`src/rtl/core/fixed_block_pool_allocator_assert.svh`:
```
// assertion macros for the fixed block pool allocator
`ifndef FIXED_BLOCK_POOL_ALLOCATOR_ASSERT_SVH
`define FIXED_BLOCK_POOL_ALLOCATOR_ASSERT_SVH

// condition that holds at every edge out of reset
`define FBPA_ASSERT_ALWAYS(lbl, cond, msg) \
	lbl: assert property (@(posedge clk) disable iff (!arst_n) (cond)) else $error(msg);

// consequence in the cycle after the antecedent
`define FBPA_ASSERT_NEXT(lbl, ante, cons, msg) \
	lbl: assert property (@(posedge clk) disable iff (!arst_n) (ante) |=> (cons)) else $error(msg);

`endif

```
`src/rtl/core/fbpa_ram.sv`:
```
// generic single-port-write, single-port-read ram with registered read data
module fbpa_ram #(
	parameter int WIDTH = 8,
	parameter int DEPTH = 16
) (
	input  logic                     clk,
	input  logic                     we,
	input  logic [$clog2(DEPTH)-1:0] waddr,
	input  logic [WIDTH-1:0]         wdata,
	input  logic                     re,
	input  logic [$clog2(DEPTH)-1:0] raddr,
	output logic [WIDTH-1:0]         rdata
);

	logic [WIDTH-1:0] mem_q [DEPTH];

	always_ff @(posedge clk) begin
		if (we) begin
			mem_q[waddr] <= wdata;
		end
		if (re) begin
			rdata <= mem_q[raddr];
		end
	end

endmodule

```
`config.mk`:
```
export PLATFORM = sky130hd
export DESIGN_NAME = fbpa_ram
export DESIGN_NICKNAME = d
export VERILOG_FILES = /design/src/rtl/core/fixed_block_pool_allocator_assert.svh /design/src/rtl/core/fbpa_ram.sv
export SDC_FILE = /design/constraint.sdc
export NUM_CORES = 1
export LEC_CHECK = 0
export BUFFER_PORTS_ARGS = -buffer_cell sky130_fd_sc_hd__buf_2
export CAP_MARGIN = 10
export CORE_MARGIN = 3
export CORE_UTILIZATION = 30
export CTS_CLUSTER_SIZE = 14
export DETAILED_ROUTE_END_ITERATION = 16
export PLACE_DENSITY = 0.41
export SLEW_MARGIN = 15
export SYNTH_ARGS = -nofsm -noshare
export SYNTH_HDL_FRONTEND = slang
export SYNTH_SLANG_ARGS = --single-unit
export TNS_END_PERCENT = 100
```
`constraint.sdc`:
```
create_clock -name clk -period 4.95 [get_ports clk]
set_clock_uncertainty 0.2 [all_clocks]
set_input_delay 0.7425 -clock clk [delete_from_list [all_inputs] [get_ports clk]]
set_output_delay 0.7425 -clock clk [all_outputs]
set_load 0.01 [all_outputs]
```
# Yosys cells after proc, flatten, opt, wreduce, memory -nomap -nowiden

Memories as Yosys holds them, arrays and structs flattened. A register that Yosys moved wholly into a read port is not among the register bits.
Cells that the tools add are included.

Bits in registers: 0
Bits in writable memories: 128
Word-level logic and storage cells: 3
Memories: 1

Muxes and demuxes: 2

Memory list:

| name  | words | width | rd ports | clocked after memory_dff | wr ports | RTL line       | text |
|---|---|---|---|---|---|---|---|
| mem_q | 16    | 8     | 1        | 1                        | 1        | fbpa_ram.sv:15 | `logic [WIDTH-1:0] mem_q [DEPTH];` |

Operator list:

| operator         | number |
|---|---|
| 2-to-1 mux 1 bit | 2 |

# Logic depth before layout (Yosys ltp)

Word-level depth: 2
Gate-level depth with buffers: 5
Mapped depth without buffers: 3

# Worst setup path before layout

Ideal clock, no wire load.

Kind: input-to-reg
Start: in waddr[2]
End: mem mem_q[0][0], enable pin
Library setup time: 0.383 ns
Arrival time: 1.852 ns
Required time: 4.367 ns
Path slack: 2.515 ns
Cell stages on the path: 2
Path buffers: 0
Cell sequence: or3b_2 > nor3_1

RTL lines:

| item               | RTL line       | text |
|---|---|---|
| start: declaration | fbpa_ram.sv:8  | `input logic [$clog2(DEPTH)-1:0] waddr,` |
| end: declaration   | fbpa_ram.sv:15 |  |

Straight into the memory's write port.

==> impl_metrics.json <==
{
  "status": "completed",
  "postCtsSetupBuffers": 0,
  "crit_chain": "buf_2 > buf_4 > mux4_1 > a22oi_1 > nand2_1",
  "slowest_delay_ns": 0.62,
  "ant_nets": 0,
  "holdWs_ns": 0.487,
  "crit_path_end": "rdata[5]$_DFFE_PP_",
  "vias_per_cell": 4.81,
  "crit_path_end_kind": "flop",
  "path_buf_inv": 2,
  "vias": 2439,
  "critPathRequiredTime_ns": 4.91,
  "finalHoldViolCount": 0,
  "avgSynthCellArea_um2": 22.8,
  "netlist.area_leader.share_pct": 78.1,
  "p_per_area_nw_per_um2": 412,
  "die_area_um2": 19000,
  "hold_buffers": 0,
  "crit_arrival_ns": 2.57,
  "grt_pass1_vias": 2570,
  "grt_use_total_pct": 12.4,
  "min_period_ns": 2.61,
  "leakagePower_nw": 2.02,
  "grt_max_degree": 33,
  "startpoint": "raddr[0]",
  "drc": 0,
  "totalNegativeSetupSlack_ns": 0,
  "hold_class": "input port to flop",
  "r2r-start": "mem_q[2][7]$_DFFE_PP_",
  "path_max_fanout": 24,
  "synth_nets": 248,
  "rows": 47,
  "port_buffers": 26,
  "register_area_um2": 4080,
  "relSlewSlack_pct": 38.5,
  "ys_ff_latch": 136,
  "synth_area_um2": 5230,
  "synth_top_area_cell": "edfxtp_1",
  "fin_nets": 294,
  "rsz0062_at_grt": "false",
  "reg2regPathDepth": 3,
  "path_clk_slew_ns": 0.06,
  "ys_seq_area_share_pct": 78.1,
  "cts_resized": 0,
  "worstSetupStartpointType": "input port",
  "fill_cells": 1561,
  "multi_input_area_um2": 1060,
  "drv_slew": 0,
  "core_area_um2": 16800,
  "drtIter0Drc": 187,
  "grt_first_pass_wirelength_um": 16900,
  "gr-total-overflow": 0,
  "insertion_delay_ns": 0.41,
  "reg2reg_setup_slack_ns": 3.23,
  "post_drt_wl_per_cell_um": 22.2,
  "fp.dieH_um": 138,
  "gp_congestion": 0.678,
  "die_w_um": 138,
  "start_util_pct": 31.1,
  "tightestPinTransition_ns": 0.919,
  "final_cell_mix": "edfxtp_1, buf_2, mux4_2, clkbuf_16, a22oi_1",
  "yosysWarnings": 0,
  "worst-path-stages": 5,
  "cap_violations": 0,
  "dp_hpwl_um": 7060,
  "drt_first_pass_iters": 4,
  "clk_path_buf_depth": 2,
  "setup_viol": 0,
  "diodes": 0,
  "cts_num_sinks": 136,
  "cts_inserted_buffers": 17,
  "fmax_ghz": 0.383,
  "drive_gt1_share_pct": 28.6,
  "period_share_pct": 52.7,
  "cpMaxStageDelayCell": "buf_2",
  "cts_tree": "yes",
  "final_common_cell": "edfxtp_1",
  "netlist_instances": 229,
  "synth_area_leaders": "edfxtp_1, mux4_2, mux4_1",
  "vdd_drop_max_mv": 0.251,
  "htree_levels": 4,
  "synthDistinctLibCells": 18,
  "r2r_end": "rdata[7]$_DFFE_PP_",
  "antenna_found_initial": 0,
  "timing_worst_setup_path_type": "input port to flop",
  "drt_wl_total_um": 11200,
  "pin_count": 27,
  "cts-root-buf": "clkbuf_16",
  "area_growth_pct": 17.6,
  "critPathTopFamily": "buffers and inverters"
}
[area by class of cell]
type	instances	area share (%)
clock buffer	19	7.04
timing repair buffer	37	3.46
sequential	136	66.4
tap	220	4.48
clock inverter	12	1.40
multi-input combinational	83	17.2
[synthesized netlist by cell type (all sizes together)]
master / instances
nand2b: 2
buf: 7
a22oi: 16
nand3b: 2
or3b: 1
nor2: 13
and2b: 1
nor2b: 1
edfxtp: 136
nand2: 9
and2: 1
nand3: 1
clkdlybuf4s25: 3
nor3: 4
mux4: 32
[cells by family (layout without fill, tap and decap cells)]
family                 after synthesis  in the layout  synth area share, %
and+or+nand+nor                     35             35                 3.14
buffers and inverters               10             68                 1.65
DFF                                136            136                 78.1
muxes                               32             32                 14.8
AOI/OAI and AO/OA                   16             16                 2.30
[worst min path at each step]
stage / end / startpoint / slack, ns / depth (start not counted)
6_report: rdata[7]$_DFFE_PP_ / re / 0.49 / 1
5_1_grt: rdata[5]$_DFFE_PP_ / re / 0.48 / 1
3_3_place_gp: rdata[7]$_DFFE_PP_ / mem_q[12][7]$_DFFE_PP_ / 0.53 / 3
4_1_cts: rdata[5]$_DFFE_PP_ / re / 0.48 / 1
2_1_floorplan: rdata[0]$_DFFE_PP_ / mem_q[7][0]$_DFFE_PP_ / 0.50 / 3
3_5_place_dp: rdata[1]$_DFFE_PP_ / mem_q[14][1]$_DFFE_PP_ / 0.53 / 3
[per-layer routing]
metal  GRT usage (%)  share of wire (%)  up-vias
met2            19.1                 48       69
met5               0                  0        -
met3            3.14                4.6       14
met4            5.30                1.5        0
li1                -                  -     1074
met1            16.9                 46     1282
[metrics by stage]
stage	cell area [um2]	setup WS (ns)	util (%)	power, mW	instances
2_1_floorplan	5230	2.51	-	1.39	229
5_1_grt	6150	2.17	36.6	2.63	507
6_report	6150	2.34	36.6	2.53	507
3_5_place_dp	5630	1.86	33.5	1.45	476
4_1_cts	6150	2.30	36.6	2.56	507
3_3_place_gp	5630	1.84	33.5	1.45	476
[worst reg2reg max path, delay by kind of cell (launching register included)]
family          cells  cell delay (ns)
mux                 1             0.47
simple gates        1             0.10
compound gates      1             0.34
flops               1             0.36
[registers in the layout, summed over array words and instances (netlist names)]
signal / cells
mem_q: 128
rdata: 8
[where the power goes]
part	leakage (nW)	switching, mW	internal, mW
Sequential	1.24	0.00569	1.30
Clock	0.254	0.437	0.674
Combinational	0.532	0.0716	0.0469
Total	2.02	0.514	2.02
No activity file was read; power rests on OpenSTA's default activity.
