## config.mk

```make
export PLATFORM = sky130hd
export DESIGN_NAME = fbpa_div
export DESIGN_NICKNAME = d
export VERILOG_FILES = /design/src/rtl/core/fixed_block_pool_allocator_assert.svh /design/src/rtl/core/fbpa_pkg.sv /design/src/rtl/core/fbpa_div.sv
export SDC_FILE = /design/constraint.sdc
export NUM_CORES = 1
export LEC_CHECK = 0
export ABC_AREA = 1
export BUFFER_PORTS_ARGS = -buffer_cell sky130_fd_sc_hd__buf_2
export CAP_MARGIN = 0
export CORE_ASPECT_RATIO = 1.1
export CORE_MARGIN = 2
export CORE_UTILIZATION = 35
export CTS_CLUSTER_DIAMETER = 30
export CTS_CLUSTER_SIZE = 28
export DETAILED_ROUTE_END_ITERATION = 8
export PLACE_DENSITY_LB_ADDON = 0.15
export SYNTH_ARGS = -nofsm -noshare
export SYNTH_HDL_FRONTEND = slang
export SYNTH_SLANG_ARGS = --single-unit
```

## constraint.sdc

```tcl
create_clock -name clk -period 3.5 [get_ports clk]
set_clock_uncertainty 0.15 [all_clocks]
set_input_delay 0.875 -clock clk [delete_from_list [all_inputs] [get_ports clk]]
set_output_delay 0.875 -clock clk [all_outputs]
set_load 0.1 [all_outputs]
```

## src/rtl/core/fixed_block_pool_allocator_assert.svh

```systemverilog
// assertion macros for the fixed block pool allocator
`ifndef FIXED_BLOCK_POOL_ALLOCATOR_ASSERT_SVH
`define FIXED_BLOCK_POOL_ALLOCATOR_ASSERT_SVH

// condition that holds at every edge out of reset
`define FBPA_ASSERT_ALWAYS(lbl, cond, msg) \
	lbl: assert property (@(posedge clk) disable iff (!arst_n) (cond)) else $error(msg);

// consequence in the cycle after the antecedent
`define FBPA_ASSERT_NEXT(lbl, ante, cons, msg) \
	lbl: assert property (@(posedge clk) disable iff (!arst_n) (ante) |=> (cons)) else $error(msg);

`endif

```

## src/rtl/core/fbpa_pkg.sv

```systemverilog
// shared types, constants and functions of the fixed block pool allocator
package fbpa_pkg;

	localparam int KIND_W      = 2;
	localparam int OFS_W       = 23;
	localparam int BOFS_W      = 22;
	localparam int CNT_W       = 11;
	localparam int SIZE_W      = 13;
	localparam int STAT_W      = 2;
	localparam int CFG_W       = 13;
	localparam int REG_IDX_W   = 1;
	localparam int IN_TDATA_W  = 24;
	localparam int OUT_FIELD_W = STAT_W + BOFS_W + CNT_W + CNT_W;
	localparam int OUT_TDATA_W = 48;

	localparam int DEF_MAX_BLOCKS  = 1024;
	localparam int MAX_BLOCK_BYTES = 4096;

	localparam logic [SIZE_W-1:0] MIN_BLOCK_BYTES = 13'd8;
	localparam logic [SIZE_W-1:0] RST_BLOCK_BYTES = 13'd64;
	localparam logic [CNT_W-1:0]  RST_BLOCKS      = 11'd1024;

	localparam logic [REG_IDX_W-1:0] REG_BLOCK_BYTES    = 1'd0;
	localparam logic [REG_IDX_W-1:0] REG_BLOCKS_IN_POOL = 1'd1;

	localparam logic [KIND_W-1:0] KIND_ALLOC  = 2'd0;
	localparam logic [KIND_W-1:0] KIND_FREE   = 2'd1;
	localparam logic [KIND_W-1:0] KIND_REINIT = 2'd2;

	localparam logic [STAT_W-1:0] STAT_OK        = 2'd0;
	localparam logic [STAT_W-1:0] STAT_EMPTY     = 2'd1;
	localparam logic [STAT_W-1:0] STAT_RANGE     = 2'd2;
	localparam logic [STAT_W-1:0] STAT_UNALIGNED = 2'd3;

	typedef enum logic [1:0] {
		ST_IDLE,
		ST_EXEC,
		ST_DIV,
		ST_DONE
	} fbpa_state_t;

	function automatic logic [SIZE_W-1:0] clamp_size(input logic [SIZE_W-1:0] s);
		logic [SIZE_W-1:0] r;
		r = s;
		if (s < MIN_BLOCK_BYTES) begin
			r = MIN_BLOCK_BYTES;
		end else if (32'(s) > MAX_BLOCK_BYTES) begin
			r = SIZE_W'(MAX_BLOCK_BYTES);
		end
		return r;
	endfunction

	function automatic logic [CNT_W-1:0] clamp_count(input logic [CNT_W-1:0] c,
			input int unsigned max_blocks);
		logic [CNT_W-1:0] r;
		r = c;
		if (c == '0) begin
			r = CNT_W'(1);
		end else if (32'(c) > max_blocks) begin
			r = CNT_W'(max_blocks);
		end
		return r;
	endfunction

endpackage

```

## src/rtl/core/fbpa_div.sv

```systemverilog
// restoring divider, one quotient bit per cycle, for offset by block size
module fbpa_div (
	input  logic                          clk,
	input  logic                          arst_n,
	input  logic                          start,
	input  logic [fbpa_pkg::BOFS_W-1:0]   dividend,
	input  logic [fbpa_pkg::SIZE_W-1:0]   divisor,
	output logic                          done,
	output logic [fbpa_pkg::BOFS_W-1:0]   quotient,
	output logic [fbpa_pkg::SIZE_W-1:0]   remainder
);
	import fbpa_pkg::*;

	localparam int STEP_W = $clog2(BOFS_W + 1);

	logic              busy_q;
	logic              done_q;
	logic [STEP_W-1:0] cnt_q;
	logic [BOFS_W-1:0] quo_q;
	logic [SIZE_W-1:0] rem_q;
	logic [SIZE_W-1:0] dvs_q;

	logic [SIZE_W:0]   trial;
	logic [SIZE_W+1:0] diff;
	logic              ge;
	logic [SIZE_W-1:0] rem_next;

	always_comb begin
		trial    = {rem_q, quo_q[BOFS_W-1]};
		diff     = {1'b0, trial} - {2'b00, dvs_q};
		ge       = !diff[SIZE_W+1];
		rem_next = ge ? diff[SIZE_W-1:0] : trial[SIZE_W-1:0];
	end

	always_ff @(posedge clk or negedge arst_n) begin
		if (!arst_n) begin
			busy_q <= 1'b0;
			done_q <= 1'b0;
			cnt_q  <= '0;
		end else begin
			done_q <= 1'b0;
			if (start) begin
				busy_q <= 1'b1;
				cnt_q  <= STEP_W'(BOFS_W);
			end else if (busy_q) begin
				cnt_q <= cnt_q - STEP_W'(1);
				if (cnt_q == STEP_W'(1)) begin
					busy_q <= 1'b0;
					done_q <= 1'b1;
				end
			end
		end
	end

	always_ff @(posedge clk) begin
		if (start) begin
			quo_q <= dividend;
			rem_q <= '0;
			dvs_q <= divisor;
		end else if (busy_q) begin
			quo_q <= {quo_q[BOFS_W-2:0], ge};
			rem_q <= rem_next;
		end
	end

	assign done      = done_q;
	assign quotient  = quo_q;
	assign remainder = rem_q;

endmodule

```

### Yosys cells after proc, flatten, opt, wreduce, memory -nomap -nowiden

Cells that the tools add are included.

| word-level totals | value |
|---|---|
| register bits | 55 |
| input port bits | 38 |
| output and inout bits | 36 |
| word-level logic and storage cells | 22 |

| operators by class | value |
|---|---|
| add/sub/neg operators | 2 |
| eq/ne operators | 1 |
| muxes and demuxes | 11 |
| reductions and logical operators | 2 |

Operator list:

| cell | number |
|---|---|
| $mux W22 | 2 |
| $sub A14 B13 Y15 | 1 |
| $mux W13 | 1 |
| $mux W5 | 2 |
| $mux W1 | 6 |
| $eq A5 B1 Y1 const B | 1 |
| $sub A5 B1 Y5 const B | 1 |
| $reduce_bool A2 Y1 | 1 |
| $logic_not A1 Y1 | 1 |

### Longest topological paths before layout

Gate-level depths: netlist of the first run.

| logic depth | value |
|---|---|
| word-level depth | 4 |
| depth in mapped cells | 12 |
| gate-level depth less buffers | 12 |

### Worst setup path after synthesis of the first run

No wires, ideal clock.

| timing path | value |
|---|---|
| path type | register to register |
| from | register quo_q[21] (netlist: quotient[21]) |
| to | register rem_q[3] (netlist: remainder[3]) |
| setup time | 0.141 ns |
| arrival time | 2.384 ns |
| data required time | 3.209 ns |
| slack | 0.825 ns |
| stages on the path, launching flop included | 13 |
| path buffers | 1 |
| period minus slack after synthesis | 2.675 ns |
| cell sequence | edfxtp_1 > inv_1 > ha_1 > fa_1 > inv_1 > nand2_1 > nand3_2 > nand2_4 > nand2_4 > buf_12 > nand2_2 > nand3_2 > o21ai_2 |

| between the ends | value |
|---|---|
| longest elaborated chain between the ends | 2 |

Ends and longest elaborated chain:

| element | line | RTL |
|---|---|---|
| start: declaration | fbpa_div.sv:19 | `logic [BOFS_W-1:0] quo_q;` |
| start signal: assignment | fbpa_div.sv:57 | `quo_q <= dividend;` |
| start signal: assignment | fbpa_div.sv:61 | `quo_q <= {quo_q[BOFS_W-2:0], ge};` |
| $sub A14 B13 Y15 | fbpa_div.sv:30 | `diff = {1'b0, trial} - {2'b00, dvs_q};` |
| $mux W13 | fbpa_div.sv:32 | `rem_next = ge ? diff[SIZE_W-1:0] : trial[SIZE_W-1:0];` |
| end signal: assignment | fbpa_div.sv:62 | `rem_q <= rem_next;` |
| end: declaration | fbpa_div.sv:20 | `logic [SIZE_W-1:0] rem_q;` |

No other way between the ends.
A chain may end at the register's enable or synchronous reset.

### Final worst setup path of the first run

| timing path | value |
|---|---|
| from | input port start |
| to | register quo_q[0] (netlist: quotient[0]), data pin |

| between the ends | value |
|---|---|
| longest elaborated chain between the ends | 1 |

Ends and longest elaborated chain:

| element | line | RTL |
|---|---|---|
| start: declaration | fbpa_div.sv:5 | `input logic start,` |
| $mux W22 | fbpa_div.sv:56 | `if (start) begin` |

No other way between the ends.

==> results of run 1 <==
==> placed cells by master, fill, tap and decap left out <==
cell type	n
xnor2_1	2
inv_1	70
dfrtp_1	7
clkbuf_8	5
nand3b_1	3
buf_4	4
nor3_1	1
clkinv_1	1
nor2_4	2
o21ai_2	2
clkinv_2	1
xor2_1	2
buf_2	73
nand2_2	7
a21oi_4	1
inv_2	2
fa_1	1
nand2_1	151
nand4_1	5
dfxtp_1	13
a22oi_1	1
nand3_1	32
inv_6	2
a31oi_1	1
ha_1	15
o21ai_0	4
o21ai_1	3
a21oi_1	5
nor2_1	16
nor2_2	1
nand3_2	10
edfxtp_1	35
and2_1	2
nand2_4	2
==> sequential cells by signal (all words and copies together), names as in the netlist <==
name and count:
quotient 22, dvs_q 13, remainder 13, cnt_q 5, busy_q 1, done 1
==> through the flow <==
| step | cells | setup WS [ns] |
|---|---|---|
| after CTS | 596 | 1.13 |
| after detailed placement | 588 | 0.787 |
| final | 596 | 1.20 |
| after floorplan | 407 | 0.825 |
| after global routing | 596 | 1.04 |
| after global placement | 588 | 0.838 |
==> cells by family (layout without fill, tap and decap cells) <==
logic type / count (synthesis) / count (layout) / share of synthesized area (%)
fa+ha+maj: 16 / 16 / 6.42
flops: 55 / 55 / 46.0
xor+xnor: 4 / 4 / 1.08
compound gates: 17 / 17 / 3.33
buf+inv: 83 / 158 / 10.6
simple gates: 232 / 232 / 32.6
==> synthesized netlist by cell type <==
cell type  instances
a31oi_1            1
edfxtp_1          35
nand3_2           10
nor2_4             2
o21ai_2            2
o21ai_0            4
clkbuf_1           6
inv_1             70
o21ai_1            3
buf_6              1
nand4_1            5
inv_2              2
nand2_4            2
nor2_2             1
nand3b_1           3
fa_1               1
clkinv_1           1
a21oi_1            5
nand2_2            7
ha_1              15
and2_1             2
dfxtp_1           13
dfrtp_1            7
nor2_1            16
a22oi_1            1
buf_4              2
buf_12             1
a21oi_4            1
nand3_1           32
xnor2_1            2
nand2_1          151
nor3_1             1
xor2_1             2
==> final cells by class <==
class                   count  area [sq um]  share of cell area [%]
flip-flops and latches     55          1490                    39.2
multi-input cells         269          1400                    37.0
clock buffers               5          68.8                    1.81
well taps                 114           143                    3.76
repair buffers             77           395                    10.4
inverters                  73           274                    7.22
clock inverters             3          22.5                   0.594
==> power by group through the flow <==
stage	Clock (mW)	Sequential (mW)	Combinational, mW
after CTS	0.396	0.899	1.88
final	0.381	0.894	1.86
after floorplan	0	1.57	0.932
after detailed placement	0	0.910	1.88
after global placement	0	0.913	1.86
after global routing	0.417	0.916	2.04
==> routing by layer <==
| metal | up-vias | GRT usage (%) |
|---|---|---|
| met5 | - | 0 |
| met2 | 68 | 26.2 |
| met4 | 0 | 3.37 |
| li1 | 1419 | - |
| met3 | 6 | 4.33 |
| met1 | 1234 | 19.9 |
==> worst max-delay path, stage by stage <==
cell,delay (ns)
buf_2,0.31
clkinv_1,0.65
nor2_1,0.28
a31oi_1,0.06
==> how the worst min path moves through the flow <==
stage	from	endpoint	slack [ns]
2_1_floorplan	cnt_q[4]	cnt_q[4]	0.31
3_5_place_dp	remainder[12]	remainder[12]	0.33
5_1_grt	arst_n	cnt_q[3]	0.22
3_3_place_gp	remainder[12]	remainder[12]	0.32
6_report	arst_n	cnt_q[3]	0.22
4_1_cts	arst_n	cnt_q[4]	0.22
==> summary.txt, run 1 <==
====================================================================================================
Reg2Reg Capture Point                                                                   remainder[10]
Net count after synthesis                                                                        461
Crit path capture                                                                        quotient[0]
Register-to-Register Setup Slack                                                             1.21 ns
Tcrit/Tclk final                                                                               65.7%
Net total in the final layout                                                                    535
Antenna violations before repair                                                                   0
Avg Inst Size Synth                                                                       7.94 sq um
Yosys top cell by area                                                                      edfxtp_1
Filler instances                                                                                 932
Hold WS                                                                                     0.221 ns
Clk sinks                                                                                         55
Vertical extent of the die                                                                    105 um
Topmost layer with routed signal wires                                                          met4
Count of maximum capacitance violations                                                            0
Antenna cells                                                                                      0
Maximum clock rate                                                                           435 MHz
Setup Buffers After CTS                                                                            0
Detailed-route vias per instance                                                                4.58
Outcome                                                                                 finished, final reports clean
Power per Cell Area                                                                      827 nW/um^2
DRC viols                                                                                          0
Max Buffers Root-to-Sink                                                                           2
Overall Power                                                                                3.14 mW
Total net switching power                                                                    1.72 mW
Required @ worst endpoint                                                                    3.40 ns
Number of I/O port buffers                                                                        73
Detailed Route Iter0 Violations                                                                   74
CTS tree                                                                                       built
Mapped Cells                                                                                     407
Area share of the largest cell type after synthesis                                            32.5%
Share of cells above drive strength 1                                                          23.2%
Top cells by area, synth                                                                edfxtp_1 (33%), nand2_1 (18%), inv_1 (8.1%)
Wl on met1                                                                                   3210 um
Clock-pin slew reported for the worst setup and hold paths after clock tree synthesis        0.11 ns
Internal Pwr Total                                                                           1.42 mW
All-layer global routing usage                                                                 15.6%
Total CTS buffers                                                                                  5
Sequential fraction of the synthesis area                                                      46.0%
Pins Over Slew Limit                                                                               0
FP Rows                                                                                           36
Setup repair after global routing missed its margin                                            false
Post-Synthesis Cell Area                                                                  3230 sq um
Detailed-routed wire length on met3                                                           491 um
Worst Setup Start Kind                                                                  primary input
PostCTS Resize Cnt                                                                                 0
Hold-fix buffers, CTS                                                                              0
Min cycle time layout                                                                        2.30 ns
Lkg Pwr                                                                                      2.07 nW
Residual overflow from global routing                                                              0
Final-report setup violation count                                                                 0
Routed length per instance                                                                   12.2 um
Share of power burned in combinational logic                                                   59.3%
Cell depth of the worst flop-to-flop path                                                         11
Final weighted congestion in routability-driven placement                                      0.847
Worst VDD drop                                                                              0.324 mV
Number of synthesized register bits                                                               55
Die area                                                                                 10000 sq um
Fraction of the core area covered by cells at the end of the flow                              42.5%
Fraction of power spent switching nets                                                         54.9%
Count of distinct cell types in the synthesized netlist                                           33
Number of antenna-violating nets in the routed design                                              0
DIE WIDTH                                                                                    95.6 um
DP HPWL                                                                                      5400 um
Wire length of the first global-routing pass                                                12400 um
Count of warnings emitted by yosys                                                                 0
CP endpoint kind                                                                                flop
Worst flop-to-flop path startpoint                                                      quotient[21]
Area of the core                                                                          8920 sq um
Maximum number of pins on one net before global-route repair                                      28
Post-detailed-placement cell area                                                         3700 sq um
Least-Margin Pin Slew                                                                       0.686 ns
Pre-antenna DRT Iters                                                                              4
Post-route cell area                                                                      3790 sq um
Top Ports                                                                                         74
Maximum fanout along the worst path                                                               26
Area delta synth->final                                                                        17.3%
Class of the tightest hold or removal check                                              in -> async
Number of hold-slack violations in the final timing report                                         0
Count of H-tree levels built during CTS                                                            2
Crit Path Category                                                                         in -> reg
First element of the critical path                                                             start
Relative max-transition margin                                                                 54.0%
Clock root cell                                                                             clkbuf_8
Sum of routed wire length over all layers                                                    7300 um
Sum Neg Setup Slack                                                                             0 ns
Clk pwr share                                                                                  12.1%
Via count of the routed design                                                                  2727
Endpoint arrival time on the critical path                                                   2.20 ns
Initial core utilization                                                                       36.3%
Via count of the first global-routing pass                                                      2645
Reg power frac                                                                                 28.5%
Clock latency at the later pin of the worst-skew pair                                        0.31 ns
Detail Route met2 WL                                                                         3520 um
====================================================================================================
Note: power is estimated with default switching activity, not from simulation.
==> inputs of run 2 (changes only) <==
==> constraint.sdc (replaced) <==
create_clock -name clk -period 2 [get_ports clk]
set_clock_uncertainty 0.15 [all_clocks]
set_input_delay 0.5 -clock clk [delete_from_list [all_inputs] [get_ports clk]]
set_output_delay 0.5 -clock clk [all_outputs]
set_load 0.1 [all_outputs]
==> run 2 against run 1 <==
Clock power increased by 100%; register-to-register slack got worse by 1.2 ns; sequential power increased by 78%; sequential share of layout area decreased by 3.8 points; worst setup slack got worse by 1.2 ns; combinational power increased by 110%; critical path depth increased by 8; clock-buffer cell count increased by 1; non-clock buffer count increased by 20; global-route usage increased by 0.098 points.
==> summary.txt, run 2 (same netlist as run 1, synthesis figures left out) <==
====================================================================================================
Outcome                                                                                 finished, final reports clean
Antenna violations before repair                                                                   0   unchanged
Final-report setup violation count                                                                 0   unchanged
Area of the core                                                                          8920 sq um   unchanged
Share of cells above drive strength 1                                                          33.2%   +10 points
Worst flop-to-flop path startpoint                                                          dvs_q[0]
Count of H-tree levels built during CTS                                                            2   unchanged
Sum of routed wire length over all layers                                                    7950 um   +9.0%
First element of the critical path                                                          dvs_q[0]
Cell depth of the worst flop-to-flop path                                                         12   +1
Worst Setup Start Kind                                                                          flop
Crit Path Category                                                                        reg -> reg
Worst Slack Setup Final                                                                    0.0203 ns   -1.18 ns
Flip-flop count of the largest register, all copies and words added                               22   unchanged
Wire length of the first global-routing pass                                                12400 um   -0.11%
Worst VDD drop                                                                              0.536 mV   +66%
Vertical extent of the die                                                                    105 um   unchanged
Required @ worst endpoint                                                                    2.11 ns   -1.29 ns
Antenna cells                                                                                      0   unchanged
Lkg Pwr                                                                                      2.24 nW   +8.3%
Clock-pin slew reported for the worst setup and hold paths after clock tree synthesis        0.11 ns   about the same
Endpoint arrival time on the critical path                                                   2.09 ns   -0.11 ns
Residual overflow from global routing                                                              0   unchanged
Detailed Route Iter0 Violations                                                                   82   +11%
Max Buffers Root-to-Sink                                                                           2   unchanged
Place WS                                                                                  -0.0200 ns   -0.807 ns
Power per Cell Area                                                                     1470 nW/um^2   +78%
Relative max-transition margin                                                                 66.8%   +13 points
Clock root cell                                                                             clkbuf_8
Pins Over Slew Limit                                                                               0   unchanged
Total CTS buffers                                                                                  5   unchanged
Number of hold-slack violations in the final timing report                                         0   unchanged
Top Ports                                                                                         74   unchanged
Net total in the final layout                                                                    556   +3.9%
Via count of the first global-routing pass                                                      2641   -0.15%
Maximum number of pins on one net before global-route repair                                      29   +3.6%
Launch point of the worst hold path                                                       divisor[1]
Die area                                                                                 10000 sq um   unchanged
Class of the tightest hold or removal check                                                in -> reg
DP HPWL                                                                                      5750 um   +6.5%
Final weighted congestion in routability-driven placement                                      0.816   -3.7%
FP Rows                                                                                           36   unchanged
Number of I/O port buffers                                                                        73   unchanged
CP endpoint kind                                                                                flop
Maximum fanout along the worst path                                                                5   -81%
Sum Neg Setup Slack                                                                             0 ns   unchanged
Clock latency at the later pin of the worst-skew pair                                        0.32 ns   about the same
Area delta synth->final                                                                        30.7%
Number of antenna-violating nets in the routed design                                              0   unchanged
Via count of the routed design                                                                  2804   +2.8%
Maximum clock rate                                                                           505 MHz
DIE WIDTH                                                                                    95.6 um   unchanged
Initial core utilization                                                                       36.3%   unchanged
Clk sinks                                                                                         55   unchanged
Setup repair after global routing missed its margin                                             true
Tcrit/Tclk final                                                                               99.0%
Count of maximum capacitance violations                                                            0   unchanged
Pre-antenna DRT Iters                                                                              4   unchanged
CTS tree                                                                                       built
DRC viols                                                                                          0   unchanged
WHS Path Cells                                                                                     1
Routed length per instance                                                                   12.9 um   +5.3%
All-layer global routing usage                                                                 15.7%   +0.098 points
Most frequent cells in the layout                                                       nand2_1 (145), buf_2 (73), inv_1 (66)
Detailed-route vias per instance                                                                4.54   -0.68%
Most common cell after layout, fill and taps aside                                           nand2_1
Min cycle time layout                                                                        1.98 ns
Least-Margin Pin Slew                                                                       0.502 ns   -0.184 ns
====================================================================================================
[run 2: area by class of cell]
type / count / area (sq um)
fillers: 870 / 4690
multi-input cells: 270 / 1600
flip-flops and latches: 55 / 1500
repair buffers: 97 / 609
inverters: 73 / 274
well taps: 114 / 143
clock buffers: 6 / 72.6
clock inverters: 2 / 37.5
[run 2: path summary, 6_finish.rpt]
path | endpoint | slack (ns)
min in group asynchronous | cnt_q[2] | 0.40
worst max register to register | remainder[11] | 0.02
worst max-delay path | remainder[11] | 0.02
max in group asynchronous | cnt_q[0] | 1.15
worst min-delay path | dvs_q[1] | 0.20
worst min register to register | remainder[11] | 0.33
[run 2: per-stage QoR]
stage | std cells | cell area, sq um | utilization (%) | power, mW | hold WS, ns
2_1_floorplan | 407 | 3260 | - | 4.40 | 0.0544
3_3_place_gp | 599 | 3820 | 42.8 | 4.99 | 0.191
3_5_place_dp | 599 | 3820 | 42.8 | 5.01 | 0.193
4_1_cts | 609 | 3960 | 44.4 | 5.82 | 0.197
5_1_grt | 617 | 4230 | 47.4 | 6.62 | 0.188
6_report | 617 | 4230 | 47.4 | 6.21 | 0.200
[run 2: timing repair]
item / in CTS / in global routing
hold endpoints to repair: 7 / 0
endpoints found under the setup margin: 12 / 14
hold buffers: 1 / 0
cloned: 0 / 2
pin swaps: 0 / 19
buffers inserted: 1 / 6
gates resized for setup: 2 / 32
[run 2: worst max-delay path, cell delays in order (launching register included)]
cell      delay, ns
edfxtp_1       0.43
ha_4           0.19
fa_2           0.38
inv_2          0.10
nand2_2        0.07
nand3_4        0.10
nand2_8        0.11
buf_6          0.15
nand3_1        0.07
nand2_1        0.05
inv_1          0.05
nand2_1        0.04
nand2_1        0.04
[run 2: power breakdown]
group | internal, mW | switching [mW] | leakage [nW]
Clock | 0.375 | 0.397 | 0.0514
Sequential | 1.43 | 0.161 | 0.557
Combinational | 1.17 | 2.68 | 1.63
Total | 2.97 | 3.24 | 2.24
[run 2: per-layer routing]
layer | wire, um | up-vias | GRT usage (%) | share of wire [%]
met5 | 0 | - | 0 | 0
met4 | 85 | 0 | 3.37 | 1.1
met3 | 522 | 7 | 4.11 | 6.6
met2 | 3820 | 71 | 25.6 | 48
met1 | 3520 | 1266 | 20.8 | 44
li1 | - | 1460 | - | -
